$ cat src/rtl/cpsat_pkg.sv
// Shared constants and types for the polygon collision block.
package cpsat_pkg;
  localparam int MAX_VERTS = 64;
  localparam int COORD_BITS = 16;
  localparam int IDX_W = $clog2(MAX_VERTS);
  localparam int CNT_W = $clog2(MAX_VERTS + 1);
  localparam int AX_W = COORD_BITS + 1;
  localparam int PROD_W = COORD_BITS + AX_W;
  localparam int PROJ_W = PROD_W + 1;

  localparam logic [1:0] ST_OK = 2'd0;
  localparam logic [1:0] ST_FEW = 2'd1;
  localparam logic [1:0] ST_OVF = 2'd2;

  typedef struct packed {
    logic [CNT_W-1:0] count_a;
    logic [CNT_W-1:0] count_b;
    logic [1:0] status;
  } job_t;
endpackage

$ cat src/rtl/cpsat_front.sv
// Front end: stores vertices, counts them, queues one job per polygon pair.
module cpsat_front import cpsat_pkg::*; (
  input  logic clk,
  input  logic rst,
  input  logic in_valid,
  output logic in_stall,
  input  logic poly,
  input  logic signed [COORD_BITS-1:0] vert_x,
  input  logic signed [COORD_BITS-1:0] vert_y,
  input  logic last,
  output logic wr_en,
  output logic wr_poly,
  output logic [IDX_W-1:0] wr_addr,
  output logic [2*COORD_BITS-1:0] wr_data,
  output logic job_valid,
  output job_t job,
  input  logic job_take
);
  logic [CNT_W-1:0] count_a, count_b;
  logic overflow_flag;
  logic acc, full_sel, close;
  logic [CNT_W-1:0] ca_next, cb_next;
  logic ovf_next;

  // one pending job at a time; loading holds while the back end still reads stores
  assign in_stall = job_valid;
  assign acc = in_valid && !in_stall;
  assign full_sel = poly ? (count_b == CNT_W'(MAX_VERTS)) : (count_a == CNT_W'(MAX_VERTS));
  assign close = acc && last && poly;
  assign wr_en = acc && !full_sel;
  assign wr_poly = poly;
  assign wr_addr = poly ? count_b[IDX_W-1:0] : count_a[IDX_W-1:0];
  assign wr_data = {vert_x, vert_y};

  always_comb begin
    ca_next = count_a + CNT_W'(wr_en && !poly);
    cb_next = count_b + CNT_W'(wr_en && poly);
    ovf_next = overflow_flag || (acc && full_sel);
  end

  always_ff @(posedge clk) begin
    if (rst) begin
      count_a <= '0;
      count_b <= '0;
      overflow_flag <= 1'b0;
      job_valid <= 1'b0;
    end else begin
      if (job_take) job_valid <= 1'b0;
      if (close) begin
        job_valid <= 1'b1;
        job.count_a <= ca_next;
        job.count_b <= cb_next;
        if (ovf_next) job.status <= ST_OVF;
        else if (ca_next < CNT_W'(3) || cb_next < CNT_W'(3)) job.status <= ST_FEW;
        else job.status <= ST_OK;
        count_a <= '0;
        count_b <= '0;
        overflow_flag <= 1'b0;
      end else begin
        count_a <= ca_next;
        count_b <= cb_next;
        overflow_flag <= ovf_next;
      end
    end
  end
endmodule

$ cat config.mk
export PLATFORM = sky130hd
export DESIGN_NAME = cpsat_front
export DESIGN_NICKNAME = d
export VERILOG_FILES = /design/src/rtl/cpsat_pkg.sv /design/src/rtl/cpsat_front.sv
export SDC_FILE = /design/constraint.sdc
export NUM_CORES = 1
export LEC_CHECK = 0
export ABC_AREA = 1
export BUFFER_PORTS_ARGS = -buffer_cell sky130_fd_sc_hd__buf_4
export CELL_PAD_IN_SITES_DETAIL_PLACEMENT = 1
export CELL_PAD_IN_SITES_GLOBAL_PLACEMENT = 2
export CORE_ASPECT_RATIO = 0.7
export CORE_MARGIN = 2
export CORE_UTILIZATION = 25
export DETAILED_ROUTE_END_ITERATION = 10
export GPL_TIMING_DRIVEN = 0
export PLACE_DENSITY_LB_ADDON = 0.1
export REMOVE_ABC_BUFFERS = 1
export SLEW_MARGIN = 5
export SYNTH_ARGS = -nofsm -noshare
export SYNTH_HDL_FRONTEND = slang
export SYNTH_SLANG_ARGS = --single-unit
$ cat constraint.sdc
create_clock -name clk -period 4.15 [get_ports clk]
set_clock_uncertainty 0.05 [all_clocks]
set_input_delay 0.2075 -clock clk [delete_from_list [all_inputs] [get_ports clk]]
set_output_delay 0.2075 -clock clk [all_outputs]
set_load 0.05 [all_outputs]
Word-level counts from Yosys, hierarchy flattened
Cells that the tools add are included.

Bits in registers: 32.

Add/sub/neg operators: 2. Magnitude comparators: 2. Equal/unequal tests: 2. Muxes and demuxes: 5. Bitwise operators: 1. Reduce and logical (&&, ||, !) cells: 15.

Operator list (number): adder 7 x 1 -> 7 bit (2); equality test 7 bit, second input constant (2); less-than comparator 7 x 2 -> 1 bit, second input constant (2); logical AND 1 bit (7); 2-to-1 mux 6 bit (1); 2-to-1 mux 1 bit (4); zero test 1 bit (3); logical OR 1 bit (2); AND reduction 2 bit (1); nonzero test 2 bit (1); OR reduction 2 bit (1); inverter 1 bit (1).

Longest topological paths before layout
Depth in word-level cells: 9. Mapped depth: 18. Depth with buffers taken out: 18.

Worst setup path after synthesis
No wires, ideal clock.

Path type: reg2reg. From: reg job_valid, in the netlist in_stall. To: reg job[0] in the netlist's numbering, data pin. Setup time: 0.253 ns. Arrival: 1.920 ns. Setup slack: 1.927 ns. Stages on the path, launching flop included: 11. Path buffers: 0. Clock period less this slack: 2.223 ns. Cells stage by stage: dfxtp_1 > nor2_1 > nand2_1 > nor2_1 > ha_1 > ha_1 > nand3_1 > xor2_1 > nor2_1 > nand2_1 > a21oi_2.

Cells in the longest elaborated chain, start to end: 8. Elaborated cells between the ends (all ways): 13. Those cells by class: add/sub (2); order compare (2); mux (1); reduce/logical (8).

RTL lines: start: declaration (line cpsat_front.sv:15) `output logic job_valid,`; start signal: assignment (line cpsat_front.sv:46) `job_valid <= 1'b0;`; start signal: assignment (line cpsat_front.sv:48) `if (job_take) job_valid <= 1'b0;`; start signal: assignment (line cpsat_front.sv:50) `job_valid <= 1'b1;`; zero test 1 bit (line cpsat_front.sv:27) `assign acc = in_valid && !in_stall;`; logical AND 1 bit (line cpsat_front.sv:27); logical AND 1 bit (line cpsat_front.sv:30) `assign wr_en = acc && !full_sel;`; logical AND 1 bit (line cpsat_front.sv:36) `ca_next = count_a + CNT_W'(wr_en && !poly);`; adder 7 x 1 -> 7 bit (line cpsat_front.sv:36); named net ca_next[4] (line cpsat_front.sv:22) `logic [CNT_W-1:0] ca_next, cb_next;`; less-than comparator 7 x 2 -> 1 bit (line cpsat_front.sv:54) `else if (ca_next < CNT_W'(3) || cb_next < CNT_W'(3)) job.status <= ST_FEW;`; logical OR 1 bit (line cpsat_front.sv:54); 2-to-1 mux 1 bit (line cpsat_front.sv:54); end: declaration (line cpsat_front.sv:16) `output job_t job,`.

The timed path passes the listed nets, and every way through them passes these cells. A chain may end at the register's enable or synchronous reset.

Worst setup path in the final report
From: reg count_a[1]. To: reg job[0] in the netlist's numbering, data pin.

Cells in the longest elaborated chain, start to end: 9. Elaborated cells between the ends (all ways): 14. Those cells by class: add/sub (2); order compare (2); eq/ne (1); mux (2); reduce/logical (7).

RTL lines: start: declaration (line cpsat_front.sv:19) `logic [CNT_W-1:0] count_a, count_b;`; start signal: assignment (line cpsat_front.sv:60) `count_a <= ca_next;`; equality test 7 bit (line cpsat_front.sv:28) `assign full_sel = poly ? (count_b == CNT_W'(MAX_VERTS)) : (count_a == CNT_W'(MAX_VERTS));`; 2-to-1 mux 1 bit (line cpsat_front.sv:28); zero test 1 bit (line cpsat_front.sv:30); logical AND 1 bit (line cpsat_front.sv:30); logical AND 1 bit (line cpsat_front.sv:36); adder 7 x 1 -> 7 bit * (line cpsat_front.sv:36); named net ca_next[4] (line cpsat_front.sv:22); less-than comparator 7 x 2 -> 1 bit * (line cpsat_front.sv:54); logical OR 1 bit * (line cpsat_front.sv:54); 2-to-1 mux 1 bit * (line cpsat_front.sv:54).

The timed path passes the listed nets; every way through them passes the cells marked *.

==> metrics <==
Logic pwr share 0.124; postcts setup bufs 0; layout cells sized above 1 0.1991; RSZ-0062 raised after global routing no; fin. max-slew vios 0; Post-CTS Hold Buffers 0; hpwl dp between 3000 and 4000 um; Clock power frac 0.352; hold wc startpoint rst; worst path required time just over 4 ns; crit path to job[0]$_SDFFCE_PP0P_; share of the yosys chip area belonging to registers 0.4668; kind of critical path register to register; Power Dens Cells 342.1 nW/um^2; Clock Latency Late Sink approximately 0.28 ns; reg2reg end job[0]$_SDFFCE_PP0P_; worst r2r path cells 13; die height 73.31 um; CP Capture Type register; P&R area growth vs syn 10.14%; DRC errors left 0; total CTS buffers 5; Critical path origin count_a[1]$_SDFF_PP0_; number of global-route vias before repair 1324; top cells by area, synth edfxtp_1 (28%), dfxtp_1 (19%), buf_4 (15%); Fill cells 831; PortBufs 31; CTS max path bufs 2; clk root buf clkbuf_8; most numerous cell in the Yosys netlist nand2_1; worst vdd ir around 0.1 mV; CTS tree built; R2R Setup Slk ~1.6 ns; Antenna Cells 0; Switching Fraction 0.2639; Routed Antenna Nets 0; final setup fails 0; row cnt 25; Synth Instances roughly 210; Setup WS pre-CTS about 1.5 ns; outcome finished, final reports clean; top cell type's share of synthesized area 0.2801; first-pass GRT wire length ~7700 um; initial antenna violation count 0; core area between 6000 and 7000 um^2; Cell Area, Synth around 1700 um^2; Post-CTS Resized 0; worst-margin pin slew ~0.66 ns; CTS HTree Levels 2; Layout Utilization 0.2822; final worst setup slack about 1.6 ns; Avg Vias per Cell 4.097; RePlAce Congestion about 0.75; Mapped Avg Cell Area 8.091 um^2; Nets about 260; most frequent cells after synthesis nand2_1 (46), inv_1 (38), buf_4 (35), nor2_1 (25); number of synthesized flops with an enable pin 16; die area approximately 7600 um^2; DRT Wirelength about 4900 um; Initial DRC Count 24; max cap viols 0; Unique masters post-synth 20; register bit count reported by yosys 32; async set or reset register ratio after synthesis 0; Rel. slew slack 0.5604; fin crit share 0.6053; Flop pwr share 0.524; Worst EP arrival 2.50 ns; Max Clk Rate 398.1 MHz; ys flop type edfxtp_1; GRT Total Usage 0.1404; Hold Crit Class primary input to register; CP max FO 6; pin count of the biggest net entering global routing 16; die width approximately 100 um; LEAKAGE just under 0.9 nW; yosys warns 0; final hold vios 0; leading area contributor after synthesis edfxtp_1; Sum Neg Setup Slack 0 ns; vias between 1000 and 1500; Startpoint Class register; Clock Sinks 32; Initial Util 0.2563; Pre-antenna DRT Iters 4; clk slew on worst S/H paths 0.07 ns; worst r2r src count_a[1]$_SDFF_PP0_; P_sw 0.1706 mW; Internal between 0.4 and 0.5 mW; min Tclk post-route approximately 2.5 ns; drt wl/cell approximately 16 um; I/O pins 96; grt total ovfl 0
[worst min-delay path by stage]
| stage | endpoint | slack [ns] | cells past startpoint |
|---|---|---|---|
| 4_1_cts | in_stall$_SDFFE_PP0P_ | 0.05 | 2 |
| 6_report | in_stall$_SDFFE_PP0P_ | 0.06 | 2 |
| 3_5_place_dp | in_stall$_SDFFE_PP0P_ | 0.35 | 2 |
| 3_3_place_gp | in_stall$_SDFFE_PP0P_ | 0.33 | 2 |
| 2_1_floorplan | in_stall$_SDFFE_PP0P_ | 0.23 | 1 |
| 5_1_grt | in_stall$_SDFFE_PP0P_ | 0.05 | 2 |
[cell type report]
class / count / area, um^2 / area share
sequential: 32 / 800.8 / 0.4238
multi-input combinational: 106 / 500.5 / 0.2649
timing repair buffer: 32 / 247.7 / 0.1311
inverter: 38 / 142.6 / 0.07550
tap: 94 / 117.6 / 0.06225
clock buffer: 7 / 76.32 / 0.04040
clock inverter: 1 / 3.754 / 0.001987
[sequential cells by signal, summed over array words and instances (netlist names)]
signal and cells:
count_a 7, count_b 7, in_stall 1, job 16, overflow_flag 1
[cell families (layout without fill, tap and decap cells)]
family / Yosys count / count (layout) / synth area share
AND/OR/NAND/NOR: 84 / 84 / 0.1962
adder cells (fa/ha/maj): 4 / 4 / 0.02918
buffers and inverters: 74 / 78 / 0.2429
flip-flops: 32 / 32 / 0.4668
XOR/XNOR: 2 / 2 / 0.01021
AO/OA/AOI/OAI: 16 / 16 / 0.05470
[critical path, cell delays in order (launching register included)]
cell and delay [ns]:
dfxtp_1 0.37, o21ai_0 0.25, nand2_1 0.11, nor2_2 0.13
nand2_1 0.06, nand2_1 0.10, nor2_1 0.05, ha_1 0.24
ha_1 0.24, nand3_1 0.19, xor2_1 0.26, nor2_1 0.08
nand2_1 0.09, a21oi_2 0.05
[layout by cell type (no fill, tap or decap)]
cell type | netlist | final
dfxtp_1 | 16 | 16
nor2_1 | 25 | 24
nand3_1 | 8 | 8
o21bai_1 | 1 | 1
nand4_1 | 2 | 2
xor2_1 | 2 | 2
nand2_2 | 1 | 1
o21ai_2 | 2 | 2
ha_1 | 4 | 4
nand2_1 | 46 | 46
buf_8 | 0 | 1
nor3_1 | 1 | 1
clkbuf_1 | 0 | 2
edfxtp_1 | 16 | 16
a21oi_1 | 7 | 7
o21ai_0 | 2 | 2
o21ai_1 | 3 | 3
nor2_2 | 1 | 2
buf_4 | 35 | 31
inv_1 | 38 | 38
a21oi_2 | 1 | 1
clkinv_1 | 0 | 1
clkbuf_8 | 0 | 5
[routing by layer]
metal,part of all wire,track usage,vias to the layer above
met2,0.35,0.1602,74
met3,0.16,0.1170,2
li1,-,-,625
met1,0.49,0.1901,569
met5,0,0.04196,-
met4,0.0051,0.03363,0
[stage by stage]
| stage | power, mW | instance area (um^2) | instances | hold WS [ns] |
|---|---|---|---|---|
| floorplan | 0.3956 | 1441 | 176 | 0.2266 |
| global placement | 0.4254 | 1792 | 301 | 0.3299 |
| detailed placement | 0.4268 | 1809 | 302 | 0.3496 |
| CTS | 0.6622 | 1889 | 310 | 0.04919 |
| global route | 0.6840 | 1889 | 310 | 0.04936 |
| finish | 0.6463 | 1889 | 310 | 0.05518 |
[power groups by stage]
stage / registers [mW] / clock network, mW / logic [mW]
floorplan: 0.356 / 0 / 0.0398
finish: 0.339 / 0.228 / 0.0800
global placement: 0.346 / 0 / 0.0797
CTS: 0.339 / 0.242 / 0.0818
global route: 0.339 / 0.257 / 0.0883
detailed placement: 0.346 / 0 / 0.0812
(Power assumes the default switching activity.)
